===== config.mk =====
export PLATFORM = sky130hd
export DESIGN_NAME = piecewise_linear_rgb_colormap
export DESIGN_NICKNAME = d
export VERILOG_FILES = /design/src/rtl/plrc_pkg.sv /design/src/rtl/piecewise_linear_rgb_colormap.sv /design/src/rtl/plrc_ram.sv /design/src/rtl/plrc_front.sv /design/src/rtl/plrc_engine.sv
export SDC_FILE = /design/constraint.sdc
export NUM_CORES = 2
export LEC_CHECK = 0
export CAP_MARGIN = 30
export CORE_UTILIZATION = 56
export DETAILED_ROUTE_END_ITERATION = 10
export DONT_BUFFER_PORTS = 1
export HOLD_SLACK_MARGIN = 0.1
export PLACE_DENSITY = 0.72
export SYNTH_ARGS = -nofsm -noshare
export SYNTH_HDL_FRONTEND = slang
export SYNTH_SLANG_ARGS = --single-unit

===== constraint.sdc =====
create_clock -name clk_i -period 17.1 [get_ports clk_i]
set_clock_uncertainty 0.1 [all_clocks]
set_input_delay 3.42 -clock clk_i [delete_from_list [all_inputs] [get_ports clk_i]]
set_output_delay 3.42 -clock clk_i [all_outputs]
set_load 0.1 [all_outputs]

===== src/rtl/plrc_pkg.sv =====
// plrc_pkg: shared types and codes of the piecewise linear rgb colormap
// request classes, engine states, status codes and the queued request record
// no dependencies
`default_nettype none

package plrc_pkg;

  localparam int unsigned PosW = 17;
  localparam int unsigned ValW = 17;
  localparam int unsigned IdxW = 4;
  localparam int unsigned NumChannels = 3;

  localparam logic [1:0] ReqEval   = 2'd0;
  localparam logic [1:0] ReqInsert = 2'd1;
  localparam logic [1:0] ReqRemove = 2'd2;

  localparam logic [1:0] StatusOk     = 2'd0;
  localparam logic [1:0] StatusFull   = 2'd1;
  localparam logic [1:0] StatusBadIdx = 2'd2;

  typedef enum logic [1:0] {
    OP_NOP,
    OP_EVAL,
    OP_INSERT,
    OP_REMOVE
  } op_e;

  typedef struct packed {
    op_e              op;
    logic [1:0]       channel;
    logic [PosW-1:0]  position;
    logic [ValW-1:0]  key_value;
    logic [IdxW-1:0]  key_index;
  } req_t;

  typedef enum logic [3:0] {
    ST_IDLE,
    ST_EV_START,
    ST_EV_CHK,
    ST_EV_MA,
    ST_EV_MB,
    ST_EV_SCALE,
    ST_EV_SAT,
    ST_EV_DIV,
    ST_EV_NEXT,
    ST_INS_START,
    ST_INS_RD,
    ST_INS_CHK,
    ST_RM_START,
    ST_RM_RD,
    ST_RM_CHK,
    ST_DONE
  } state_e;

endpackage

`default_nettype wire


===== src/rtl/piecewise_linear_rgb_colormap.sv =====
// evaluate time grows with the keys per table, through the one-key-per-cycle scan and
// the 8-step byte divider; insert and remove time grow with the keys moved, through
// the single read and write port of the key ram
// throughput: one request in the engine at a time, the front queue holds two more
// reset: key tables empty, queue and result register empty; key ram not cleared
`default_nettype none

module piecewise_linear_rgb_colormap #(
  parameter int unsigned KEYS_PER_CHANNEL = 16
) (
  input  wire logic        clk_i,
  input  wire logic        rst_ni,
  // request stream
  input  wire logic        s_axis_tvalid,
  output logic             s_axis_tready,
  // [16:0] position, [33:17] key_value, [37:34] key_index, [39:38] zero
  input  wire logic [39:0] s_axis_tdata,
  // [1:0] req_type, [3:2] channel
  input  wire logic [3:0]  s_axis_tuser,
  // result stream
  output logic             m_axis_tvalid,
  input  wire logic        m_axis_tready,
  // [7:0] red, [15:8] green, [23:16] blue, [25:24] status, [31:26] zero
  output logic [31:0]      m_axis_tdata
);
  import plrc_pkg::*;

  req_t       req;
  logic       req_valid, req_ready;
  logic [7:0] red, green, blue;
  logic [1:0] status;

  // front end: decode the request kind and buffer up to two beats
  plrc_front u_front (
    .clk_i       (clk_i),
    .rst_ni      (rst_ni),
    .in_valid_i  (s_axis_tvalid),
    .in_ready_o  (s_axis_tready),
    .req_type_i  (s_axis_tuser[1:0]),
    .channel_i   (s_axis_tuser[3:2]),
    .position_i  (s_axis_tdata[16:0]),
    .key_value_i (s_axis_tdata[33:17]),
    .key_index_i (s_axis_tdata[37:34]),
    .req_o       (req),
    .req_valid_o (req_valid),
    .req_ready_i (req_ready)
  );

  // back end: key tables, search, interpolation and result register
  plrc_engine #(
    .KEYS_PER_CHANNEL (KEYS_PER_CHANNEL)
  ) u_engine (
    .clk_i       (clk_i),
    .rst_ni      (rst_ni),
    .req_i       (req),
    .req_valid_i (req_valid),
    .req_ready_o (req_ready),
    .red_o       (red),
    .green_o     (green),
    .blue_o      (blue),
    .status_o    (status),
    .res_valid_o (m_axis_tvalid),
    .res_ready_i (m_axis_tready)
  );

  assign m_axis_tdata = {6'd0, status, blue, green, red};

endmodule

`default_nettype wire


===== src/rtl/plrc_ram.sv =====
// plrc_ram: generic single write port, single read port ram
// registered read data, no reset on the array; no dependencies
`default_nettype none

module plrc_ram #(
  parameter int unsigned WIDTH = 34,
  parameter int unsigned DEPTH = 48
) (
  input  wire logic                     clk_i,
  input  wire logic                     wr_en_i,
  input  wire logic [$clog2(DEPTH)-1:0] wr_addr_i,
  input  wire logic [WIDTH-1:0]         wr_data_i,
  input  wire logic                     rd_en_i,
  input  wire logic [$clog2(DEPTH)-1:0] rd_addr_i,
  output logic      [WIDTH-1:0]         rd_data_o
);

  logic [WIDTH-1:0] mem_q [DEPTH];

  always_ff @(posedge clk_i) begin
    if (wr_en_i) begin
      mem_q[wr_addr_i] <= wr_data_i;
    end
    if (rd_en_i) begin
      rd_data_o <= mem_q[rd_addr_i];
    end
  end

endmodule

`default_nettype wire


===== src/rtl/plrc_front.sv =====
// plrc_front: classifies request beats and holds them in a two entry queue
// depends on plrc_pkg
`default_nettype none

module plrc_front (
  input  wire logic                       clk_i,
  input  wire logic                       rst_ni,
  input  wire logic                       in_valid_i,
  output logic                            in_ready_o,
  input  wire logic [1:0]                 req_type_i,
  input  wire logic [1:0]                 channel_i,
  input  wire logic [plrc_pkg::PosW-1:0]  position_i,
  input  wire logic [plrc_pkg::ValW-1:0]  key_value_i,
  input  wire logic [plrc_pkg::IdxW-1:0]  key_index_i,
  output plrc_pkg::req_t                  req_o,
  output logic                            req_valid_o,
  input  wire logic                       req_ready_i
);
  import plrc_pkg::*;

  req_t       entry_q [2];
  logic       wr_ptr_q, rd_ptr_q;
  logic [1:0] fill_q;
  req_t       cls;
  logic       push, pop;

  // channel three makes table requests do nothing
  always_comb begin
    cls.channel   = channel_i;
    cls.position  = position_i;
    cls.key_value = key_value_i;
    cls.key_index = key_index_i;
    case (req_type_i)
      ReqEval:   cls.op = OP_EVAL;
      ReqInsert: cls.op = (channel_i == 2'd3) ? OP_NOP : OP_INSERT;
      ReqRemove: cls.op = (channel_i == 2'd3) ? OP_NOP : OP_REMOVE;
      default:   cls.op = OP_NOP;
    endcase
  end

  assign in_ready_o  = (fill_q != 2'd2);
  assign req_valid_o = (fill_q != 2'd0);
  assign req_o       = entry_q[rd_ptr_q];
  assign push        = in_valid_i && in_ready_o;
  assign pop         = req_valid_o && req_ready_i;

  always_ff @(posedge clk_i) begin
    if (push) begin
      entry_q[wr_ptr_q] <= cls;
    end
  end

  always_ff @(posedge clk_i or negedge rst_ni) begin
    if (!rst_ni) begin
      wr_ptr_q <= 1'b0;
      rd_ptr_q <= 1'b0;
      fill_q   <= 2'd0;
    end else begin
      if (push) wr_ptr_q <= ~wr_ptr_q;
      if (pop)  rd_ptr_q <= ~rd_ptr_q;
      if (push && !pop) begin
        fill_q <= fill_q + 2'd1;
      end else if (pop && !push) begin
        fill_q <= fill_q - 2'd1;
      end
    end
  end

endmodule

`default_nettype wire


===== src/rtl/plrc_engine.sv =====
// plrc_engine: sequencer that evaluates, inserts and removes keys
// key store in plrc_ram, iterative byte divider, result register
// depends on plrc_pkg and plrc_ram
`default_nettype none

module plrc_engine #(
  parameter int unsigned KEYS_PER_CHANNEL = 16
) (
  input  wire logic           clk_i,
  input  wire logic           rst_ni,
  input  wire plrc_pkg::req_t req_i,
  input  wire logic           req_valid_i,
  output logic                req_ready_o,
  output logic [7:0]          red_o,
  output logic [7:0]          green_o,
  output logic [7:0]          blue_o,
  output logic [1:0]          status_o,
  output logic                res_valid_o,
  input  wire logic           res_ready_i
);
  import plrc_pkg::*;

  localparam int unsigned NumEntries = NumChannels * KEYS_PER_CHANNEL;
  localparam int unsigned AW   = $clog2(NumEntries);
  localparam int unsigned CW   = $clog2(KEYS_PER_CHANNEL + 1);
  localparam int unsigned CMPW = (CW > IdxW) ? CW : IdxW;
  localparam int unsigned DW   = PosW + ValW;
  localparam int unsigned NW   = 2 * ValW;
  localparam int unsigned RW   = NW - 8;

  state_e            state_q, state_d;
  logic [1:0]        chan_q, chan_d;
  logic [PosW-1:0]   pos_q, pos_d;
  logic [ValW-1:0]   val_q, val_d;
  logic [IdxW-1:0]   idx_q, idx_d;
  logic [CW-1:0]     cnt_q [NumChannels];
  logic [CW-1:0]     cnt_d [NumChannels];
  logic [CW-1:0]     j_q, j_d;
  logic [PosW-1:0]   prev_pos_q, prev_pos_d;
  logic [ValW-1:0]   prev_val_q, prev_val_d;
  logic [NW-1:0]     mul_q, mul_d;
  logic [NW-1:0]     num_q, num_d;
  logic [PosW-1:0]   den_q, den_d;
  logic [RW-1:0]     rem_q, rem_d;
  logic [7:0]        quo_q, quo_d;
  logic [2:0]        dbit_q, dbit_d;
  logic [7:0]        rgb_q [NumChannels];
  logic [7:0]        rgb_d [NumChannels];
  logic [1:0]        stat_q, stat_d;
  logic              ovalid_q, ovalid_d;
  logic [7:0]        ored_q, ored_d, ogrn_q, ogrn_d, oblu_q, oblu_d;
  logic [1:0]        ostat_q, ostat_d;

  logic              wr_en, rd_en;
  logic [AW-1:0]     wr_addr, rd_addr, base;
  logic [DW-1:0]     wr_data, rd_data;
  logic [PosW-1:0]   rd_pos;
  logic [ValW-1:0]   rd_val;
  logic [CW-1:0]     cur_cnt;
  logic [CW:0]       j_plus;
  logic              cnt_inc, cnt_dec, byte_we;
  logic [7:0]        byte_val;
  logic [NW+7:0]     scaled;
  logic [RW-1:0]     trial;
  logic [7:0]        quo_new;

  plrc_ram #(
    .WIDTH (DW),
    .DEPTH (NumEntries)
  ) u_keys (
    .clk_i     (clk_i),
    .wr_en_i   (wr_en),
    .wr_addr_i (wr_addr),
    .wr_data_i (wr_data),
    .rd_en_i   (rd_en),
    .rd_addr_i (rd_addr),
    .rd_data_o (rd_data)
  );

  assign rd_pos = rd_data[DW-1:ValW];
  assign rd_val = rd_data[ValW-1:0];
  assign base   = AW'(chan_q) * AW'(KEYS_PER_CHANNEL);
  assign j_plus = {1'b0, j_q} + (CW+1)'(1);
  assign scaled = ({num_q, 8'd0} - {8'd0, num_q}) >> 16;
  assign trial  = RW'(den_q) << dbit_q;

  always_comb begin
    case (chan_q)
      2'd0:    cur_cnt = cnt_q[0];
      2'd1:    cur_cnt = cnt_q[1];
      2'd2:    cur_cnt = cnt_q[2];
      default: cur_cnt = '0;
    endcase
  end

  assign req_ready_o = (state_q == ST_IDLE);
  assign res_valid_o = ovalid_q;
  assign red_o       = ored_q;
  assign green_o     = ogrn_q;
  assign blue_o      = oblu_q;
  assign status_o    = ostat_q;

  always_comb begin
    state_d    = state_q;
    chan_d     = chan_q;
    pos_d      = pos_q;
    val_d      = val_q;
    idx_d      = idx_q;
    j_d        = j_q;
    prev_pos_d = prev_pos_q;
    prev_val_d = prev_val_q;
    mul_d      = mul_q;
    num_d      = num_q;
    den_d      = den_q;
    rem_d      = rem_q;
    quo_d      = quo_q;
    dbit_d     = dbit_q;
    stat_d     = stat_q;
    ored_d     = ored_q;
    ogrn_d     = ogrn_q;
    oblu_d     = oblu_q;
    ostat_d    = ostat_q;
    ovalid_d   = ovalid_q && !res_ready_i;
    wr_en      = 1'b0;
    wr_addr    = base + AW'(j_q);
    wr_data    = {pos_q, val_q};
    rd_en      = 1'b0;
    rd_addr    = base;
    cnt_inc    = 1'b0;
    cnt_dec    = 1'b0;
    byte_we    = 1'b0;
    byte_val   = 8'd0;
    quo_new    = quo_q;
    for (int c = 0; c < NumChannels; c++) begin
      rgb_d[c] = rgb_q[c];
    end

    case (state_q)
      ST_IDLE: begin
        if (req_valid_i) begin
          pos_d  = req_i.position;
          val_d  = req_i.key_value;
          idx_d  = req_i.key_index;
          stat_d = StatusOk;
          for (int c = 0; c < NumChannels; c++) begin
            rgb_d[c] = 8'd0;
          end
          chan_d = (req_i.op == OP_EVAL) ? 2'd0 : req_i.channel;
          case (req_i.op)
            OP_EVAL:   state_d = ST_EV_START;
            OP_INSERT: state_d = ST_INS_START;
            OP_REMOVE: state_d = ST_RM_START;
            default:   state_d = ST_DONE;
          endcase
        end
      end

      ST_EV_START: begin
        j_d = '0;
        if (cur_cnt == '0) begin
          byte_we = 1'b1;
          state_d = ST_EV_NEXT;
        end else begin
          rd_en   = 1'b1;
          rd_addr = base;
          state_d = ST_EV_CHK;
        end
      end

      ST_EV_CHK: begin
        if (rd_pos >= pos_q) begin
          if (rd_pos == pos_q) begin
            num_d   = NW'(rd_val);
            den_d   = PosW'(1);
            state_d = ST_EV_SCALE;
          end else if (j_q == '0) begin
            byte_we = 1'b1;
            state_d = ST_EV_NEXT;
          end else begin
            state_d = ST_EV_MA;
          end
        end else begin
          prev_pos_d = rd_pos;
          prev_val_d = rd_val;
          if (j_plus == {1'b0, cur_cnt}) begin
            byte_we = 1'b1;
            state_d = ST_EV_NEXT;
          end else begin
            j_d     = j_plus[CW-1:0];
            rd_en   = 1'b1;
            rd_addr = base + AW'(j_plus);
          end
        end
      end

      ST_EV_MA: begin
        mul_d   = NW'(prev_val_q) * NW'(rd_pos - pos_q);
        state_d = ST_EV_MB;
      end

      ST_EV_MB: begin
        num_d   = mul_q + NW'(rd_val) * NW'(pos_q - prev_pos_q);
        den_d   = rd_pos - prev_pos_q;
        state_d = ST_EV_SCALE;
      end

      ST_EV_SCALE: begin
        rem_d   = scaled[RW-1:0];
        state_d = ST_EV_SAT;
      end

      ST_EV_SAT: begin
        if (rem_q >= (RW'(den_q) << 8)) begin
          byte_we  = 1'b1;
          byte_val = 8'hFF;
          state_d  = ST_EV_NEXT;
        end else begin
          quo_d   = 8'd0;
          dbit_d  = 3'd7;
          state_d = ST_EV_DIV;
        end
      end

      ST_EV_DIV: begin
        if (rem_q >= trial) begin
          rem_d           = rem_q - trial;
          quo_new[dbit_q] = 1'b1;
        end
        quo_d  = quo_new;
        dbit_d = dbit_q - 3'd1;
        if (dbit_q == 3'd0) begin
          byte_we  = 1'b1;
          byte_val = quo_new;
          state_d  = ST_EV_NEXT;
        end
      end

      ST_EV_NEXT: begin
        if (chan_q == 2'd2) begin
          state_d = ST_DONE;
        end else begin
          chan_d  = chan_q + 2'd1;
          state_d = ST_EV_START;
        end
      end

      ST_INS_START: begin
        if (cur_cnt >= CW'(KEYS_PER_CHANNEL)) begin
          stat_d  = StatusFull;
          state_d = ST_DONE;
        end else begin
          j_d     = cur_cnt;
          state_d = ST_INS_RD;
        end
      end

      // walk down from the top, moving keys at or above the new position up
      ST_INS_RD: begin
        if (j_q == '0) begin
          wr_en   = 1'b1;
          cnt_inc = 1'b1;
          state_d = ST_DONE;
        end else begin
          rd_en   = 1'b1;
          rd_addr = base + AW'(j_q - CW'(1));
          state_d = ST_INS_CHK;
        end
      end

      ST_INS_CHK: begin
        wr_en = 1'b1;
        if (rd_pos >= pos_q) begin
          wr_data = rd_data;
          j_d     = j_q - CW'(1);
          state_d = ST_INS_RD;
        end else begin
          cnt_inc = 1'b1;
          state_d = ST_DONE;
        end
      end

      ST_RM_START: begin
        if (CMPW'(idx_q) >= CMPW'(cur_cnt)) begin
          stat_d  = StatusBadIdx;
          state_d = ST_DONE;
        end else begin
          j_d     = CW'(idx_q);
          state_d = ST_RM_RD;
        end
      end

      ST_RM_RD: begin
        if (j_plus >= {1'b0, cur_cnt}) begin
          cnt_dec = 1'b1;
          state_d = ST_DONE;
        end else begin
          rd_en   = 1'b1;
          rd_addr = base + AW'(j_plus);
          state_d = ST_RM_CHK;
        end
      end

      ST_RM_CHK: begin
        wr_en   = 1'b1;
        wr_data = rd_data;
        j_d     = j_plus[CW-1:0];
        state_d = ST_RM_RD;
      end

      ST_DONE: begin
        if (!ovalid_q || res_ready_i) begin
          ored_d   = rgb_q[0];
          ogrn_d   = rgb_q[1];
          oblu_d   = rgb_q[2];
          ostat_d  = stat_q;
          ovalid_d = 1'b1;
          state_d  = ST_IDLE;
        end
      end

      default: state_d = ST_IDLE;
    endcase

    for (int c = 0; c < NumChannels; c++) begin
      cnt_d[c] = cnt_q[c];
      if (chan_q == 2'(c)) begin
        if (cnt_inc) cnt_d[c] = cnt_q[c] + CW'(1);
        if (cnt_dec) cnt_d[c] = cnt_q[c] - CW'(1);
        if (byte_we) rgb_d[c] = byte_val;
      end
    end
  end

  always_ff @(posedge clk_i or negedge rst_ni) begin
    if (!rst_ni) begin
      state_q  <= ST_IDLE;
      ovalid_q <= 1'b0;
      for (int c = 0; c < NumChannels; c++) begin
        cnt_q[c] <= '0;
      end
    end else begin
      state_q  <= state_d;
      ovalid_q <= ovalid_d;
      for (int c = 0; c < NumChannels; c++) begin
        cnt_q[c] <= cnt_d[c];
      end
    end
  end

  always_ff @(posedge clk_i) begin
    chan_q     <= chan_d;
    pos_q      <= pos_d;
    val_q      <= val_d;
    idx_q      <= idx_d;
    j_q        <= j_d;
    prev_pos_q <= prev_pos_d;
    prev_val_q <= prev_val_d;
    mul_q      <= mul_d;
    num_q      <= num_d;
    den_q      <= den_d;
    rem_q      <= rem_d;
    quo_q      <= quo_d;
    dbit_q     <= dbit_d;
    stat_q     <= stat_d;
    ored_q     <= ored_d;
    ogrn_q     <= ogrn_d;
    oblu_q     <= oblu_d;
    ostat_q    <= ostat_d;
    for (int c = 0; c < NumChannels; c++) begin
      rgb_q[c] <= rgb_d[c];
    end
  end

endmodule

`default_nettype wire

Yosys cells after proc, flatten, opt, wreduce, memory -nomap -nowiden
Memory sizes are Yosys's and may differ from the RTL's. A register that Yosys moved wholly into a read port is not among the register bits.
Index checks and enable logic that the tools add are counted.
{"block": "classes", "add_sub_neg": 22, "multipliers": 2, "n_lt_le_gt_ge": 8, "n_eq_ne": 42, "shift": 1, "muxes": 101, "bitwise": 4, "n_reduce_logical": 40}
{"cell": "34-bit one-hot mux with 2 select lines", "n": 2}
{"cell": "34-bit two-way mux", "n": 3}
{"cell": "8-bit two-way mux", "n": 10}
{"cell": "17-bit by 34-bit multiplier with 34-bit output", "n": 2}
{"cell": "4-bit one-hot mux with 16 select lines", "n": 1}
{"cell": "5-bit two-way mux", "n": 11}
{"cell": "26-bit one-hot mux with 2 select lines", "n": 1}
{"cell": "24-bit two-way mux", "n": 2}
{"cell": "42-bit by 34-bit subtractor with 42-bit output", "n": 1}
{"cell": "4-bit two-way mux", "n": 10}
{"cell": "17-bit by 17-bit subtractor with 18-bit output", "n": 2}
{"cell": "34-bit adder", "n": 1}
{"cell": "17-bit two-way mux", "n": 2}
{"cell": "17-bit one-hot mux with 2 select lines", "n": 1}
{"cell": "4-bit == test, second input constant", "n": 8}
{"cell": "8-bit one-hot mux with 2 select lines", "n": 2}
{"cell": "5-bit one-hot mux with 6 select lines", "n": 1}
{"cell": "26-bit by 25-bit greater-or-equal comparator with 1-bit output", "n": 1}
{"cell": "26-bit greater-or-equal comparator", "n": 1}
{"cell": "26-bit two-way mux", "n": 1}
{"cell": "17-bit by 3-bit left shift with 26-bit output", "n": 1}
{"cell": "26-bit subtractor", "n": 1}
{"cell": "6-bit two-way mux", "n": 4}
{"cell": "1-bit two-way mux", "n": 23}
{"cell": "other kinds (54)", "n": 128}
{"block": "word_totals", "register_bits": 253, "ramBits": 1740, "inputBits": 48, "output_inout_bits": 34, "word_cells": 249, "mem_count": 3}
{"name": "u_engine.u_keys.mem_q", "words": 48, "word_bits": 34, "rd": 1, "rd_ports_with_merged_regs": 1, "wr": 1, "line_no": "plrc_ram.sv:18", "text": "logic [WIDTH-1:0] mem_q [DEPTH];"}
{"name": "u_front.entry_q", "words": 2, "word_bits": 42, "rd": 1, "rd_ports_with_merged_regs": 0, "wr": 1, "line_no": "plrc_front.sv:21", "text": "req_t entry_q [2];"}
{"name": "u_engine.rgb_q", "words": 3, "word_bits": 8, "rd": 3, "rd_ports_with_merged_regs": 0, "wr": 3, "line_no": "plrc_engine.sv:47", "text": "logic [7:0] rgb_q [NumChannels];"}

Longest topological paths before layout
{"block": "logic_depth", "ltp_word": 10, "depth_mapped": 35, "ltp_nobuf": 34}

Cells and area by module
Synthesis repeated with hierarchy kept, for this count alone.
{"block": "unflattened", "cells_unflattened": 7374, "area_unflattened_um2": 106358.3}
{"module": "plrc_ram", "n_inst": 1, "cells_each": 3087, "area_each_um2": 64214.1, "seq_area_each_um2": 50028.0}
{"module": "plrc_engine", "n_inst": 1, "cells_each": 4128, "area_each_um2": 38648.3, "seq_area_each_um2": 7857.5}
{"module": "plrc_front", "n_inst": 1, "cells_each": 152, "area_each_um2": 3447.1, "seq_area_each_um2": 2622.5}
{"module": "piecewise_linear_rgb_colormap", "n_inst": 1, "cells_each": 7, "area_each_um2": 48.8, "seq_area_each_um2": 0.0}

Worst setup path after synthesis
OpenSTA, ideal clock, no wires.
{"block": "synth_timing", "kind": "register -> register", "from": "register u_engine.prev_pos_q[0]", "to": "register u_engine.num_q[31], data pin", "setup_time_ps": 266, "t_arrival_ps": 7821, "required_time_ps": 16734, "setup_slack_ps": 8913, "path_stages_with_launch": 34, "path_buffers": 1, "period_less_slack_ps": 8187, "path_cell_list": "edfxtp_1 -> ha_1 -> fa_1 -> nor2b_1 -> o21ai_0 -> a21boi_0 -> o21ai_0 -> a211oi_1 -> o31ai_1 -> o211ai_1 -> a21oi_1 -> xnor2_1 -> clkbuf_1 -> nand2_1 -> fa_1 -> fa_1 -> fa_1 -> inv_1 -> fa_1 -> fa_1 -> inv_1 -> fa_1 -> inv_1 -> ha_1 -> a21o_1 -> a21o_1 -> a21oi_1 -> o21ai_0 -> a21oi_1 -> o2111ai_1 -> o311ai_0 -> o21ai_0 -> xnor2_1 -> nor2_1"}
{"block": "synth_between", "elab_chain_cells": 4}
{"element": "from (decl)", "line_no": "plrc_engine.sv:39", "text": "logic [PosW-1:0] prev_pos_q, prev_pos_d;"}
{"element": "from (signal assigned)", "line_no": "plrc_engine.sv:356", "text": "prev_pos_q <= prev_pos_d;"}
{"element": "17-bit by 17-bit subtractor with 18-bit output", "line_no": "plrc_engine.sv:202", "text": "num_d = mul_q + NW'(rd_val) * NW'(pos_q - prev_pos_q);"}
{"element": "17-bit by 34-bit multiplier with 34-bit output", "line_no": "plrc_engine.sv:202"}
{"element": "34-bit adder", "line_no": "plrc_engine.sv:202"}
{"element": "34-bit one-hot mux with 2 select lines", "line_no": "plrc_engine.sv:138", "text": "case (state_q)"}
{"element": "to (signal assigned)", "line_no": "plrc_engine.sv:359", "text": "num_q <= num_d;"}
{"element": "to (decl)", "line_no": "plrc_engine.sv:42", "text": "logic [NW-1:0] num_q, num_d;"}
Every way passes these cells.
A chain may end at the register's enable or synchronous reset.

Worst setup path after layout
{"block": "layout_timing", "from": "register u_engine.pos_q[1]", "to": "register u_engine.mul_q[33], data pin"}
{"block": "layout_between", "elab_chain_cells": 2}
{"element": "from (decl)", "line_no": "plrc_engine.sv:33", "text": "logic [PosW-1:0] pos_q, pos_d;"}
{"element": "from (signal assigned)", "line_no": "plrc_engine.sv:352", "text": "pos_q <= pos_d;"}
{"element": "17-bit by 17-bit subtractor with 18-bit output", "line_no": "plrc_engine.sv:197", "text": "mul_d = NW'(prev_val_q) * NW'(rd_pos - pos_q);"}
{"element": "17-bit by 34-bit multiplier with 34-bit output", "line_no": "plrc_engine.sv:197"}
{"element": "to (signal assigned)", "line_no": "plrc_engine.sv:358", "text": "mul_q <= mul_d;"}
{"element": "to (decl)", "line_no": "plrc_engine.sv:41", "text": "logic [NW-1:0] mul_q, mul_d;"}
Every way passes these cells.

==> flow_metrics.env <==
export IMPL_status="finished clean"
export IMPL_track_usage_pct=29.7
export IMPL_die_h_um=444
export IMPL_ant_nets=0
export IMPL_detail_route_iter0_violations=8535
export IMPL_finalCritPeriodShare_pct=56.6
export IMPL_cts_sinks=2027
export IMPL_synthFlopType="edfxtp_1"
export IMPL_critPathMaxStageDelay_ps=760
export IMPL_hold_depth=0
export IMPL_die_x_um=444
export IMPL_cts_hold_buf=0
export IMPL_insertion_delay_ps=870
export IMPL_cts_tree="done"
export IMPL_routedWlPerCell_um=25.2
export IMPL_cap_violations=0
export IMPL_ys_ff_latch=2027
export IMPL_max_freq_mhz=103
export IMPL_fin_util_pct=61.8
export IMPL_wirelength_um=293000
export IMPL_syn_inst=8960
export IMPL_ff2ff_setup_slack_ps=7410
export IMPL_avgSynthCellArea_um2=12.2
export IMPL_cts_buffers=192
export IMPL_viasPerCell=6.13
export IMPL_path_common_cell="fa_1"
export IMPL_cts_resized_gates=0
export IMPL_worstHoldEndpoint="u_engine.green_o[6]"
export IMPL_period_needed_ps=9690
export IMPL_setup_worst_path_start_class="flop"
export IMPL_port_buffers=0
export IMPL_start_util_pct=56.5
export IMPL_layout_nets=9935
export IMPL_ys_types=93
export IMPL_firstDrtPassIters=7
export IMPL_clk_pin_slew_ps=60
export IMPL_rr_startpoint="u_engine.pos_q[1]"
export IMPL_hpwl_um=183000
export IMPL_final_common_cell="edfxtp_1"
export IMPL_grt_pass1_wl_um=437000
export IMPL_r2r_end="u_engine.mul_q[33]"
export IMPL_yosysWarnings=0
export IMPL_worst_endpoint_required_ps=17570
export IMPL_synth_area_um2=109000
export IMPL_rows=161
export IMPL_setup_tns_final_ps=0
export IMPL_crit_family="adder cells"
export IMPL_hold_class="reg2reg"
export IMPL_worstSetupPathType="reg2reg"
export IMPL_core_um2=193000
export IMPL_htree_num_levels=4
export IMPL_cts_setup_buffers=0
export IMPL_min_from="u_engine.rgb_q[0][14]"
export IMPL_vias=71300
export IMPL_finalSetupViolCount=0
export IMPL_synth_edf_count=1979
export IMPL_final_max_slew_viol_count=0
export IMPL_root_buffer="clkbuf_16"
export IMPL_slew_headroom_pct=20.5
export IMPL_gp_congestion=0.922
export IMPL_worst_path_buf_inv=4
export IMPL_drc_errors=0
export IMPL_syn_to_final_growth_pct=9.41
export IMPL_grt_max_degree=184
export IMPL_worstPathMaxFanout=17
export IMPL_antenna_found_initial=17
export IMPL_drive_above_1_share_pct=7.60
export IMPL_cp_slowest_cell="fa_1"
export IMPL_crit_path_end_kind="flop"
export IMPL_ios=82
export IMPL_rsz0062_at_grt="false"
export IMPL_grt_overflow_total=0
export IMPL_dieArea_um2=197000
export IMPL_worst_slew_pin_transition_ps=1190
export IMPL_hold_viol=0
export IMPL_r2r_cells=28
export IMPL_final_cell_mix="edfxtp_1, nand2_1, inv_1, fa_1, a21oi_1"
export IMPL_yosysSeqAreaShare_pct=55.4
export IMPL_cp_startpoint="u_engine.pos_q[1]"
export IMPL_cp_arrival_ps=10150
export IMPL_synthArstFlopShare_pct=1.18
export IMPL_grt_pass1_vias=71200
export IMPL_cts_max_path_buffers=3
## cell families after synthesis
family                     count (synthesis)  synth area share, %
AOI/OAI and AO/OA                       1280                 7.63
adders and majority gates                960                 15.5
muxes                                    348                 3.33
DFF                                     2027                 55.4
and+or+nand+nor                         2764                 11.4
buffers and inverters                   1390                 5.13
xor gates and xnor gates                 190                 1.52
other                                      1              0.00343
## layout make-up
class	count	area, um2
sequential	2027	60500
clock inverter	132	1530
antenna	14	35.0
timing repair buffer	202	1980
tap	2526	3160
multi-input combinational	5548	43700
inverter	956	3590
clock buffer	224	4940
fill	14600	73700
## cells in the mapped netlist (8+ instances only)
library cell,n,area [um2]
dfrtp_1,24,601
a211oi_1,125,938
ha_1,300,3750
nand2b_1,48,300
nand2_1,1524,5720
a31oi_1,76,475
a2bb2oi_1,29,254
mux2i_1,270,2700
nor2_1,230,863
nand3_1,301,1510
and2_1,261,1630
a32oi_1,8,70.1
nor4_1,42,263
o31a_1,8,70.1
inv_1,954,3580
nor3_1,114,571
edfxtp_1,1979,59400
a21oi_1,438,2190
o211ai_1,26,195
fa_1,660,13200
buf_2,110,551
o2111ai_1,49,429
nand4_1,86,538
nand3b_1,8,60.1
buf_6,26,293
o31ai_1,13,97.6
dfxtp_1,24,480
or3_1,20,125
nor2b_1,76,475
mux2_2,73,822
a2111oi_0,11,96.3
buf_4,13,97.6
o22ai_1,41,257
clkbuf_1,278,1040
a21boi_0,11,82.6
and3_1,14,87.6
a21o_1,57,428
o21ai_0,147,736
a22oi_1,93,698
o21a_1,38,285
xnor2_1,135,1180
or2_2,10,62.6
xor2_1,55,482
o21bai_1,17,128
## through the flow
| stage | setup WS, ps | cells | hold slack (ps) | instance area (um2) |
|---|---|---|---|---|
| 2_1_floorplan | 8910 | 8965 | 300 | 109000 |
| 3_3_place_gp | 7510 | 11200 | 323 | 112000 |
| 3_5_place_dp | 7450 | 11200 | 324 | 113000 |
| 4_1_cts | 7370 | 11600 | 331 | 119000 |
| 5_1_grt | 6760 | 11600 | 349 | 119000 |
| 6_report | 7410 | 11600 | 331 | 119000 |
## how the worst max path moves through the flow
| stage | to | slack [ps] | cells past startpoint |
|---|---|---|---|
| detailed placement | u_engine.num_q[33] | 7450 | 28 |
| finish | u_engine.mul_q[33] | 7410 | 28 |
| floorplan | u_engine.num_q[31] | 8910 | 33 |
| global placement | u_engine.num_q[33] | 7510 | 30 |
| CTS | u_engine.num_q[33] | 7370 | 28 |
| global route | u_engine.num_q[33] | 6760 | 30 |
## registers in the layout (all words and copies together) (netlist names), 3 cells and up
name,flops
u_engine.red_o,8
u_engine.j_q,5
u_engine.state_q,4
u_front.entry_q,84
u_engine.green_o,8
u_engine.blue_o,8
u_engine.mul_q,34
u_engine.rgb_q,24
u_engine.prev_pos_q,17
u_engine.idx_q,4
u_engine.u_keys.rd_data_o,34
u_engine.u_keys.mem_q,1632
u_engine.num_q,34
u_engine.pos_q,17
u_engine.den_q,17
u_engine.val_q,17
u_engine.prev_val_q,17
u_engine.quo_q,8
u_engine.dbit_q,3
u_engine.cnt_q,15
u_engine.rem_q,26
## per-layer routing
layer,up-vias,track usage [%],routed length [um]
met1,35800,39.0,110000
li1,31200,-,-
met5,-,0,63
met2,3658,47.9,138000
met4,8,15.4,16800
met3,696,4.82,27800
Power is not shown: default switching activity piles up to over one toggle a cycle in this logic, so the estimate is an artifact.
